<file path="src/rtl/srq_pkg.sv">
`timescale 1ns / 1ps
`default_nettype none

package srq_pkg;

  // Default sizing of the queue.
  localparam int QUEUE_DEPTH_DEF = 64;
  localparam int KEY_BITS_DEF    = 32;

  // Fixed widths of the transaction fields.
  localparam int OP_W   = 2;
  localparam int PID_W  = 6;
  localparam int DIST_W = 32;

  // Operation codes carried by an input transaction.
  typedef enum logic [OP_W-1:0] {
    OP_PUSH  = 2'd0,
    OP_POP   = 2'd1,
    OP_FLUSH = 2'd2
  } op_t;

  // Command classes handed from the front end to the engine.
  typedef enum logic [1:0] {
    CMD_PUSH,
    CMD_POP,
    CMD_FLUSH,
    CMD_NOP
  } cmd_kind_t;

  // One classified command.
  typedef struct packed {
    cmd_kind_t         kind;
    logic [PID_W-1:0]  proc_id;
    logic              mlfq_flag;
    logic [DIST_W-1:0] distance;
  } cmd_t;

endpackage

`default_nettype wire

</file>
<file path="src/rtl/srq_ram.sv">
`timescale 1ns / 1ps
`default_nettype none

module srq_ram #(
  parameter int WIDTH = 8,
  parameter int DEPTH = 64,
  localparam int AW   = $clog2(DEPTH)
) (
  input  wire logic             clk,
  input  wire logic             wr_en,
  input  wire logic [AW-1:0]    wr_addr,
  input  wire logic [WIDTH-1:0] wr_data,
  input  wire logic             rd_en,
  input  wire logic [AW-1:0]    rd_addr,
  output logic      [WIDTH-1:0] rd_data
);

  logic [WIDTH-1:0] mem [DEPTH];

  // One write port and one registered read port.
  always_ff @(posedge clk) begin
    if (wr_en) begin
      mem[wr_addr] <= wr_data;
    end
    if (rd_en) begin
      rd_data <= mem[rd_addr];
    end
  end

endmodule

`default_nettype wire

</file>
<file path="src/rtl/srq_front.sv">
`timescale 1ns / 1ps
`default_nettype none

module srq_front (
  input  wire logic                      clk,
  input  wire logic                      rst_n,
  input  wire logic                      in_valid,
  output logic                           in_ready,
  input  wire logic [srq_pkg::OP_W-1:0]  in_operation,
  input  wire logic [srq_pkg::PID_W-1:0] in_proc_id,
  input  wire logic                      in_mlfq_flag,
  input  wire logic [srq_pkg::DIST_W-1:0] in_distance,
  output logic                           cmd_valid,
  output srq_pkg::cmd_t                  cmd,
  input  wire logic                      cmd_take
);
  import srq_pkg::*;

  cmd_t       slot_r [2];
  logic       wr_ptr_r, wr_ptr_nxt;
  logic       rd_ptr_r, rd_ptr_nxt;
  logic [1:0] fill_r, fill_nxt;
  cmd_t       new_cmd;
  logic       push;
  logic       pop;

  // Decode the operation code into a command class.
  always_comb begin
    new_cmd.proc_id   = in_proc_id;
    new_cmd.mlfq_flag = in_mlfq_flag;
    new_cmd.distance  = in_distance;
    case (op_t'(in_operation))
      OP_PUSH:  new_cmd.kind = CMD_PUSH;
      OP_POP:   new_cmd.kind = CMD_POP;
      OP_FLUSH: new_cmd.kind = CMD_FLUSH;
      default:  new_cmd.kind = CMD_NOP;
    endcase
  end

  // Two-entry command queue between the front end and the engine.
  assign in_ready  = (fill_r != 2'd2);
  assign cmd_valid = (fill_r != 2'd0);
  assign cmd       = slot_r[rd_ptr_r];
  assign push      = in_valid && in_ready;
  assign pop       = cmd_take && cmd_valid;

  always_comb begin
    wr_ptr_nxt = push ? ~wr_ptr_r : wr_ptr_r;
    rd_ptr_nxt = pop ? ~rd_ptr_r : rd_ptr_r;
    fill_nxt   = fill_r + {1'b0, push} - {1'b0, pop};
  end

  always_ff @(posedge clk) begin
    if (!rst_n) begin
      wr_ptr_r <= 1'b0;
      rd_ptr_r <= 1'b0;
      fill_r   <= 2'd0;
    end else begin
      wr_ptr_r <= wr_ptr_nxt;
      rd_ptr_r <= rd_ptr_nxt;
      fill_r   <= fill_nxt;
    end
  end

  // Command payload needs no reset.
  always_ff @(posedge clk) begin
    if (push) begin
      slot_r[wr_ptr_r] <= new_cmd;
    end
  end

endmodule

`default_nettype wire

</file>
<file path="src/rtl/srq_back.sv">
`timescale 1ns / 1ps
`default_nettype none

module srq_back #(
  parameter int QUEUE_DEPTH = srq_pkg::QUEUE_DEPTH_DEF,
  parameter int KEY_BITS    = srq_pkg::KEY_BITS_DEF,
  localparam int CNT_W      = $clog2(QUEUE_DEPTH + 1)
) (
  input  wire logic                       clk,
  input  wire logic                       rst_n,
  input  wire logic                       queue_mode,
  input  wire logic                       cmd_valid,
  input  wire srq_pkg::cmd_t              cmd,
  output logic                            cmd_take,
  output logic                            out_valid,
  input  wire logic                       out_ready,
  output logic                            out_head_valid,
  output logic [srq_pkg::PID_W-1:0]       out_head_proc_id,
  output logic                            out_head_mlfq_flag,
  output logic [srq_pkg::DIST_W-1:0]      out_head_distance,
  output logic                            out_is_empty,
  output logic [CNT_W-1:0]                out_occupancy,
  output logic                            out_status
);
  import srq_pkg::*;

  localparam int IDX_W = $clog2(QUEUE_DEPTH);
  localparam int SUM_W = CNT_W + 1;
  localparam int ENT_W = PID_W + 1 + KEY_BITS;

  typedef enum logic [2:0] {
    S_IDLE,
    S_HEAD,
    S_SCAN_RD,
    S_SCAN_CMP,
    S_SH_RD,
    S_SH_WR,
    S_INS
  } state_t;

  typedef struct packed {
    logic [PID_W-1:0]    proc_id;
    logic                mlfq_flag;
    logic [KEY_BITS-1:0] key;
  } entry_t;

  state_t              state_r, state_nxt;
  cmd_kind_t           kind_r, kind_nxt;
  entry_t              new_r, new_nxt;
  logic [IDX_W-1:0]    head_r, head_nxt;
  logic [CNT_W-1:0]    count_r, count_nxt;
  logic [CNT_W-1:0]    idx_r, idx_nxt;
  logic [CNT_W-1:0]    pos_r, pos_nxt;
  logic                out_valid_r, out_valid_nxt;
  logic                hv_r, hv_nxt;
  logic [PID_W-1:0]    hp_r, hp_nxt;
  logic                hf_r, hf_nxt;
  logic [DIST_W-1:0]   hk_r, hk_nxt;
  logic                empty_r, empty_nxt;
  logic [CNT_W-1:0]    occ_r, occ_nxt;
  logic                status_r, status_nxt;

  logic                ram_wr_en;
  logic [IDX_W-1:0]    ram_wr_addr;
  logic [ENT_W-1:0]    ram_wr_data;
  logic                ram_rd_en;
  logic [IDX_W-1:0]    ram_rd_addr;
  logic [ENT_W-1:0]    ram_rd_data;
  entry_t              rd_ent;
  entry_t              in_ent;
  logic                done;

  // Map a logical position (0 is the head) to a slot of the circular store.
  function automatic logic [IDX_W-1:0] phys(input logic [IDX_W-1:0] head,
                                            input logic [CNT_W-1:0] pos);
    logic [SUM_W-1:0] sum;
    sum = SUM_W'(head) + SUM_W'(pos);
    if (sum >= SUM_W'(QUEUE_DEPTH)) begin
      sum = sum - SUM_W'(QUEUE_DEPTH);
    end
    return sum[IDX_W-1:0];
  endfunction

  srq_ram #(
    .WIDTH (ENT_W),
    .DEPTH (QUEUE_DEPTH)
  ) u_ram (
    .clk     (clk),
    .wr_en   (ram_wr_en),
    .wr_addr (ram_wr_addr),
    .wr_data (ram_wr_data),
    .rd_en   (ram_rd_en),
    .rd_addr (ram_rd_addr),
    .rd_data (ram_rd_data)
  );

  assign rd_ent             = entry_t'(ram_rd_data);
  assign in_ent.proc_id     = cmd.proc_id;
  assign in_ent.mlfq_flag   = cmd.mlfq_flag;
  assign in_ent.key         = KEY_BITS'(cmd.distance);

  assign out_valid          = out_valid_r;
  assign out_head_valid     = hv_r;
  assign out_head_proc_id   = hp_r;
  assign out_head_mlfq_flag = hf_r;
  assign out_head_distance  = hk_r;
  assign out_is_empty       = empty_r;
  assign out_occupancy      = occ_r;
  assign out_status         = status_r;

  // Sequencer: one command at a time, result held until taken.
  always_comb begin
    state_nxt     = state_r;
    kind_nxt      = kind_r;
    new_nxt       = new_r;
    head_nxt      = head_r;
    count_nxt     = count_r;
    idx_nxt       = idx_r;
    pos_nxt       = pos_r;
    out_valid_nxt = out_valid_r;
    hv_nxt        = hv_r;
    hp_nxt        = hp_r;
    hf_nxt        = hf_r;
    hk_nxt        = hk_r;
    empty_nxt     = empty_r;
    occ_nxt       = occ_r;
    status_nxt    = status_r;
    ram_wr_en     = 1'b0;
    ram_wr_addr   = '0;
    ram_wr_data   = '0;
    ram_rd_en     = 1'b0;
    ram_rd_addr   = '0;
    cmd_take      = 1'b0;
    done          = 1'b0;

    if (out_valid_r && out_ready) begin
      out_valid_nxt = 1'b0;
    end

    case (state_r)
      S_IDLE: begin
        if (cmd_valid && !out_valid_r) begin
          cmd_take   = 1'b1;
          kind_nxt   = cmd.kind;
          new_nxt    = in_ent;
          hv_nxt     = 1'b0;
          hp_nxt     = '0;
          hf_nxt     = 1'b0;
          hk_nxt     = '0;
          status_nxt = 1'b0;
          case (cmd.kind)
            CMD_PUSH: begin
              if (count_r == CNT_W'(QUEUE_DEPTH)) begin
                status_nxt = 1'b1;
                done       = 1'b1;
              end else if (queue_mode || count_r == '0) begin
                // Append at the tail.
                ram_wr_en   = 1'b1;
                ram_wr_addr = phys(head_r, count_r);
                ram_wr_data = ENT_W'(in_ent);
                count_nxt   = count_r + 1'b1;
                done        = 1'b1;
              end else begin
                idx_nxt   = '0;
                state_nxt = S_SCAN_RD;
              end
            end
            CMD_POP, CMD_FLUSH: begin
              if (count_r == '0) begin
                done = 1'b1;
              end else begin
                ram_rd_en   = 1'b1;
                ram_rd_addr = head_r;
                state_nxt   = S_HEAD;
              end
            end
            default: begin
              done = 1'b1;
            end
          endcase
        end
      end

      // Head entry is on the read port.
      S_HEAD: begin
        hv_nxt = 1'b1;
        hp_nxt = rd_ent.proc_id;
        hf_nxt = rd_ent.mlfq_flag;
        hk_nxt = DIST_W'(rd_ent.key);
        if (kind_r == CMD_POP) begin
          head_nxt  = phys(head_r, CNT_W'(1));
          count_nxt = count_r - 1'b1;
        end else begin
          count_nxt = '0;
        end
        done = 1'b1;
      end

      // Search from the head for the first key above the new one.
      S_SCAN_RD: begin
        ram_rd_en   = 1'b1;
        ram_rd_addr = phys(head_r, idx_r);
        state_nxt   = S_SCAN_CMP;
      end

      S_SCAN_CMP: begin
        if (rd_ent.key > new_r.key) begin
          pos_nxt   = idx_r;
          idx_nxt   = count_r - 1'b1;
          state_nxt = S_SH_RD;
        end else if (idx_r == count_r - 1'b1) begin
          ram_wr_en   = 1'b1;
          ram_wr_addr = phys(head_r, count_r);
          ram_wr_data = ENT_W'(new_r);
          count_nxt   = count_r + 1'b1;
          done        = 1'b1;
        end else begin
          idx_nxt   = idx_r + 1'b1;
          state_nxt = S_SCAN_RD;
        end
      end

      // Move entries one place towards the tail, from the tail down.
      S_SH_RD: begin
        ram_rd_en   = 1'b1;
        ram_rd_addr = phys(head_r, idx_r);
        state_nxt   = S_SH_WR;
      end

      S_SH_WR: begin
        ram_wr_en   = 1'b1;
        ram_wr_addr = phys(head_r, idx_r + 1'b1);
        ram_wr_data = ram_rd_data;
        if (idx_r == pos_r) begin
          state_nxt = S_INS;
        end else begin
          idx_nxt   = idx_r - 1'b1;
          state_nxt = S_SH_RD;
        end
      end

      S_INS: begin
        ram_wr_en   = 1'b1;
        ram_wr_addr = phys(head_r, pos_r);
        ram_wr_data = ENT_W'(new_r);
        count_nxt   = count_r + 1'b1;
        done        = 1'b1;
      end

      default: begin
        state_nxt = S_IDLE;
      end
    endcase

    // Load the result register when a command completes.
    if (done) begin
      out_valid_nxt = 1'b1;
      occ_nxt       = count_nxt;
      empty_nxt     = (count_nxt == '0);
      state_nxt     = S_IDLE;
    end
  end

  always_ff @(posedge clk) begin
    if (!rst_n) begin
      state_r     <= S_IDLE;
      head_r      <= '0;
      count_r     <= '0;
      out_valid_r <= 1'b0;
    end else begin
      state_r     <= state_nxt;
      head_r      <= head_nxt;
      count_r     <= count_nxt;
      out_valid_r <= out_valid_nxt;
    end
    kind_r   <= kind_nxt;
    new_r    <= new_nxt;
    idx_r    <= idx_nxt;
    pos_r    <= pos_nxt;
    hv_r     <= hv_nxt;
    hp_r     <= hp_nxt;
    hf_r     <= hf_nxt;
    hk_r     <= hk_nxt;
    empty_r  <= empty_nxt;
    occ_r    <= occ_nxt;
    status_r <= status_nxt;
  end

endmodule

`default_nettype wire

</file>
<file path="src/rtl/stride_or_fifo_ready_queue_core.sv">
`timescale 1ns / 1ps
`default_nettype none
// A transaction waits in the command queue until the engine takes it; pop and flush read
// the head entry and then complete, a FIFO-mode push or a dropped push completes from idle,
// and a stride-mode push scans, shifts and inserts through the one-read, one-write store.
// Throughput: one transaction at a time in the engine; two more may wait in the queue.
// Reset (synchronous, active low) empties the queue and selects stride mode.
module stride_or_fifo_ready_queue_core #(
  parameter int QUEUE_DEPTH = srq_pkg::QUEUE_DEPTH_DEF,
  parameter int KEY_BITS    = srq_pkg::KEY_BITS_DEF,
  localparam int CNT_W      = $clog2(QUEUE_DEPTH + 1)
) (
  input  wire logic                        clk,
  input  wire logic                        rst_n,
  input  wire logic                        in_valid,
  output logic                             in_ready,
  input  wire logic [srq_pkg::OP_W-1:0]    in_operation,
  input  wire logic [srq_pkg::PID_W-1:0]   in_proc_id,
  input  wire logic                        in_mlfq_flag,
  input  wire logic [srq_pkg::DIST_W-1:0]  in_distance,
  output logic                             out_valid,
  input  wire logic                        out_ready,
  output logic                             out_head_valid,
  output logic [srq_pkg::PID_W-1:0]        out_head_proc_id,
  output logic                             out_head_mlfq_flag,
  output logic [srq_pkg::DIST_W-1:0]       out_head_distance,
  output logic                             out_is_empty,
  output logic [CNT_W-1:0]                 out_occupancy,
  output logic                             out_status,
  input  wire logic                        cfg_valid,
  output logic                             cfg_ready,
  input  wire logic                        cfg_data
);
  import srq_pkg::*;

  logic mode_r, mode_nxt;
  logic cmd_valid;
  cmd_t cmd;
  logic cmd_take;

  // Mode register; writes are always taken.
  assign cfg_ready = 1'b1;
  assign mode_nxt  = (cfg_valid && cfg_ready) ? cfg_data : mode_r;

  always_ff @(posedge clk) begin
    if (!rst_n) begin
      mode_r <= 1'b0;
    end else begin
      mode_r <= mode_nxt;
    end
  end

  srq_front u_front (
    .clk          (clk),
    .rst_n        (rst_n),
    .in_valid     (in_valid),
    .in_ready     (in_ready),
    .in_operation (in_operation),
    .in_proc_id   (in_proc_id),
    .in_mlfq_flag (in_mlfq_flag),
    .in_distance  (in_distance),
    .cmd_valid    (cmd_valid),
    .cmd          (cmd),
    .cmd_take     (cmd_take)
  );

  srq_back #(
    .QUEUE_DEPTH (QUEUE_DEPTH),
    .KEY_BITS    (KEY_BITS)
  ) u_back (
    .clk                (clk),
    .rst_n              (rst_n),
    .queue_mode         (mode_r),
    .cmd_valid          (cmd_valid),
    .cmd                (cmd),
    .cmd_take           (cmd_take),
    .out_valid          (out_valid),
    .out_ready          (out_ready),
    .out_head_valid     (out_head_valid),
    .out_head_proc_id   (out_head_proc_id),
    .out_head_mlfq_flag (out_head_mlfq_flag),
    .out_head_distance  (out_head_distance),
    .out_is_empty       (out_is_empty),
    .out_occupancy      (out_occupancy),
    .out_status         (out_status)
  );

endmodule

`default_nettype wire

</file>
<file path="config.mk">
export PLATFORM = sky130hd
export DESIGN_NAME = stride_or_fifo_ready_queue_core
export DESIGN_NICKNAME = d
export VERILOG_FILES = /design/src/rtl/srq_pkg.sv /design/src/rtl/srq_ram.sv /design/src/rtl/srq_front.sv /design/src/rtl/srq_back.sv /design/src/rtl/stride_or_fifo_ready_queue_core.sv
export SDC_FILE = /design/constraint.sdc
export NUM_CORES = 2
export LEC_CHECK = 0
export ABC_AREA = 1
export BUFFER_PORTS_ARGS = -buffer_cell sky130_fd_sc_hd__buf_4
export CAP_MARGIN = 30
export CORE_MARGIN = 5
export CORE_UTILIZATION = 50
export DETAILED_ROUTE_END_ITERATION = 12
export HOLD_SLACK_MARGIN = 0.05
export PLACE_DENSITY_LB_ADDON = 0.2
export SLEW_MARGIN = 5
export SYNTH_ARGS = -nofsm -noshare
export SYNTH_HDL_FRONTEND = slang
export SYNTH_SLANG_ARGS = --single-unit
</file>
<file path="constraint.sdc">
create_clock -name clk -period 8.2 [get_ports clk]
set_input_delay 0 -clock clk [delete_from_list [all_inputs] [get_ports clk]]
set_output_delay 0 -clock clk [all_outputs]
set_load 0.05 [all_outputs]
</file>
==> results_dict.tcl <==
set metrics [dict create \
    die_area_sq_um 241000 \
    ys_seq_area_frac 0.711 \
    relSlewSlack 0.247 \
    routabilityCongestion 0.903 \
    grt_overflow 0 \
    cts_tree "yes" \
    max_stage_delay_ns 1.00 \
    powerDensity_nw_per_um2 292 \
    vias_per_cell 5.88 \
    clock_skew_ns 0.0391 \
    synth_seq_cells 2744 \
    endpoint_kind "flop" \
    status "finished, final reports clean" \
    synth_adder_area_share 0.00669 \
    rsz0062_at_grt "false" \
    grt_pass1_vias 71300 \
    io_buffers 97 \
    worst_path_max_delay_cell "nor2_4" \
    fin_nets 9762 \
    p_int_w 0.0259 \
    postCtsResizedCells 0 \
    synth_fp_nets 9673 \
    peakVddDrop_v 0.000254 \
    synth_flop_cell "edfxtp_1" \
    syn_area_per_cell_sq_um 12.1 \
    cp-start-kind "flop" \
    fin_crit_ns 6.24 \
    swShare 0.318 \
    crit_top_cell "nand2_1" \
    start_util 0.503 \
    p_leak_nw 46.6 \
    hold_class "in2reg" \
    cts-root-buf "clkbuf_16" \
    ios 99 \
    synth-xor-area-share 0.00152 \
    core_sq_um 230000 \
    async_flop_share 0 \
    p_switching_w 0.0121 \
    grt_pass1_wl_um 484000 \
    setup_violations 0 \
    clk_latency_ns 0.93 \
    cts_buffers 299 \
    drc 0 \
    antenna_left 0 \
    tightest_slew_ns 1.13 \
    antenna_found_initial 19 \
    drt_iter0_drc 9548 \
    grt_max_degree 242 \
    syn_area_sq_um 116000 \
    design_area_sq_um 130000 \
    fp.dieW_um 491 \
    grtUsageTotal 0.267 \
    syn-instance-count 9566 \
    required_ns 8.76 \
    die_h_um 491 \
    finalSetupTns_ns 0 \
    fmax_mhz 160 \
    num_vias 75700 \
    drv_slew 0 \
    cts.sinks 2744 \
    worstPathCellList "inv_2 -> nand2_1 -> nor2_1 -> inv_1 -> o21ai_0 -> ha_1 -> nand2_1 -> nand2_1 -> a31oi_1 -> or2_2 -> nand2_1 -> a21oi_1 -> nand3b_1 -> nand3_1 -> nand3_1 -> nor2_1 -> nand2_1 -> nor2_4 -> buf_4" \
    htreeDepth 5 \
    syn_to_final_growth_pct 12.6 \
    combPwrFrac 0.225 \
    max-cap-violations 0 \
    synth.distinct_cells 46 \
    drive_gt1_frac 0.0896 \
    finalHoldViolations 0 \
    routed_wl_um 329000 \
    clockPowerShare 0.331 \
    drt-pass1-iter-count 6 \
    rows 176 \
    crit_fanout 24 \
    period_share 0.761 \
    synthMuxAreaShare 0.00380 \
    place_area_sq_um 120000 \
    crit_arrival_ns 6.80 \
    synth_top_family_by_area "simple AND/OR/NAND/NOR gates" \
    synth_edf_count 2721 \
    wl_per_cell_um 25.5 \
    ys_warn_count 0 \
    cts.reportedPaths.clkPinSlew_ns 0.06 \
    sequentialPowerShare 0.444 \
    dp_hpwl_um 192000 \
    cts_buffer_depth 4 \
    synth_compound_area_frac 0.0818 \
    rrSetupSlack_ns 1.96 \
    critPathKind "reg2reg" \
    synthSimpleGateAreaFrac 0.128 \
]
-- power groups by stage --
| stage | Combinational (W) | Clock (W) | Sequential [W] |
|---|---|---|---|
| 2_1_floorplan | 0.00459 | 0 | 0.0175 |
| 3_3_place_gp | 0.00823 | 0 | 0.0171 |
| 3_5_place_dp | 0.00833 | 0 | 0.0171 |
| 4_1_cts | 0.00840 | 0.0127 | 0.0169 |
| 5_1_grt | 0.00912 | 0.0133 | 0.0169 |
| 6_report | 0.00853 | 0.0126 | 0.0169 |
-- final timing paths --
check                           endpoint              start  cells after the start
setup / recovery  u_back.u_ram.mem[2][5]  u_back.state_r[0]                     19
hold / removal          u_back.head_r[5]              rst_n                      4
setup reg to reg  u_back.u_ram.mem[2][5]  u_back.state_r[0]                     19
hold reg to reg                     flop   u_front.rd_ptr_r                      2
-- critical path: cells and delay by family (launching register included) --
kind	cells	cell delay, ns
simple gates	12	3.65
buf+inv	3	1.02
compound gates	3	0.61
flops	1	0.35
fa+ha+maj	1	0.24
-- metrics by stage --
stage / util / total power [W] / std cells / setup slack [ns] / hold WS (ns)
2_1_floorplan: - / 0.0221 / 9566 / 2.54 / 0.0989
3_3_place_gp: 0.521 / 0.0254 / 12300 / 2.12 / 0.187
3_5_place_dp: 0.522 / 0.0255 / 12300 / 2.10 / 0.189
4_1_cts: 0.565 / 0.0380 / 12900 / 2.08 / 0.0555
5_1_grt: 0.566 / 0.0393 / 12900 / 1.59 / 0.0915
6_report: 0.566 / 0.0379 / 12900 / 1.96 / 0.0923
-- placed cells by master, fill, tap and decap left out, drive strengths merged --
cell type    netlist  layout
fa                 3       3
or2                4       4
conb               1       1
xor2              14      14
o211ai           707     707
dlygate4sd3        0      94
o21ai            390     390
buf              476     304
nand2           1611    1611
bufinv             0      16
nor4               3       3
inv             1235    1238
clkinv             1     106
o21bai             1       1
a22oi             39      39
clkbuf           134     372
a21oi            356     356
diode              0       5
dfxtp             23      23
clkinvlp           0       6
mux2              39      39
a31oi              7       7
nand3b            46      46
ha                57      57
xnor2              6       6
edfxtp          2721    2721
o21a               5       5
o221ai             2       2
nor3              12      12
nand3           1467    1467
nand4             33      33
nor2             167     167
nor3b              2       2
and2               4       4
-- Yosys cell counts, types with 46 or more instances --
cell | count | area [sq um]
edfxtp_1 | 2721 | 81700
nand2_1 | 1595 | 5990
nand3_1 | 1464 | 7330
inv_1 | 1219 | 4580
o211ai_1 | 707 | 5310
buf_2 | 373 | 1870
a21oi_1 | 356 | 1780
o21ai_0 | 241 | 1210
nor2_1 | 161 | 604
o21ai_1 | 147 | 736
clkbuf_1 | 134 | 503
ha_1 | 57 | 713
buf_4 | 51 | 383
nand3b_1 | 46 | 345
-- registers in the layout, summed over array words and instances (netlist names), 2 cells and up, named ones only --
name                      count
u_back.head_r                 6
u_front.slot_r               82
u_back.count_r                7
u_front.fill_r                2
u_back.u_ram.mem           2496
u_back.new_r                 39
u_back.kind_r                 2
u_back.pos_r                  7
u_back.out_head_distance     32
u_back.state_r                3
u_back.out_occupancy          7
u_back.out_head_proc_id       6
u_back.u_ram.rd_data         39
u_back.idx_r                  7
-- per-layer routing --
metal | up-vias | global-route usage | wire [um]
met4 | 2 | 0.0826 | 10300
li1 | 34200 | - | -
met3 | 528 | 0.0443 | 30100
met2 | 3725 | 0.414 | 151000
met5 | - | 0 | 13
met1 | 37300 | 0.390 | 138000
-- repair_timing --
| item | CTS | global route |
|---|---|---|
| endpoints found under the hold margin | 180 | 0 |
| setup buffers | 0 | 0 |
| hold buffers | 94 | 0 |
-- layout make-up --
type                    count  area, sq um
fillers                 18600        99900
flip-flops and latches   2744        82200
multi-input cells        4976        26700
clock buffers             372         7900
inverters                1236         4670
repair buffers            398         3800
well taps                3026         3790
clock inverters           130         1030
diodes                      5         12.5
-- cells by family after synthesis --
group,Yosys count
AO/OA/AOI/OAI,1507
XOR/XNOR,20
adder cells (fa/ha/maj),60
buffers and inverters,1846
flip-flops,2744
multiplexers,39
other,1
AND/OR/NAND/NOR,3349
(Power assumes the default switching activity.)
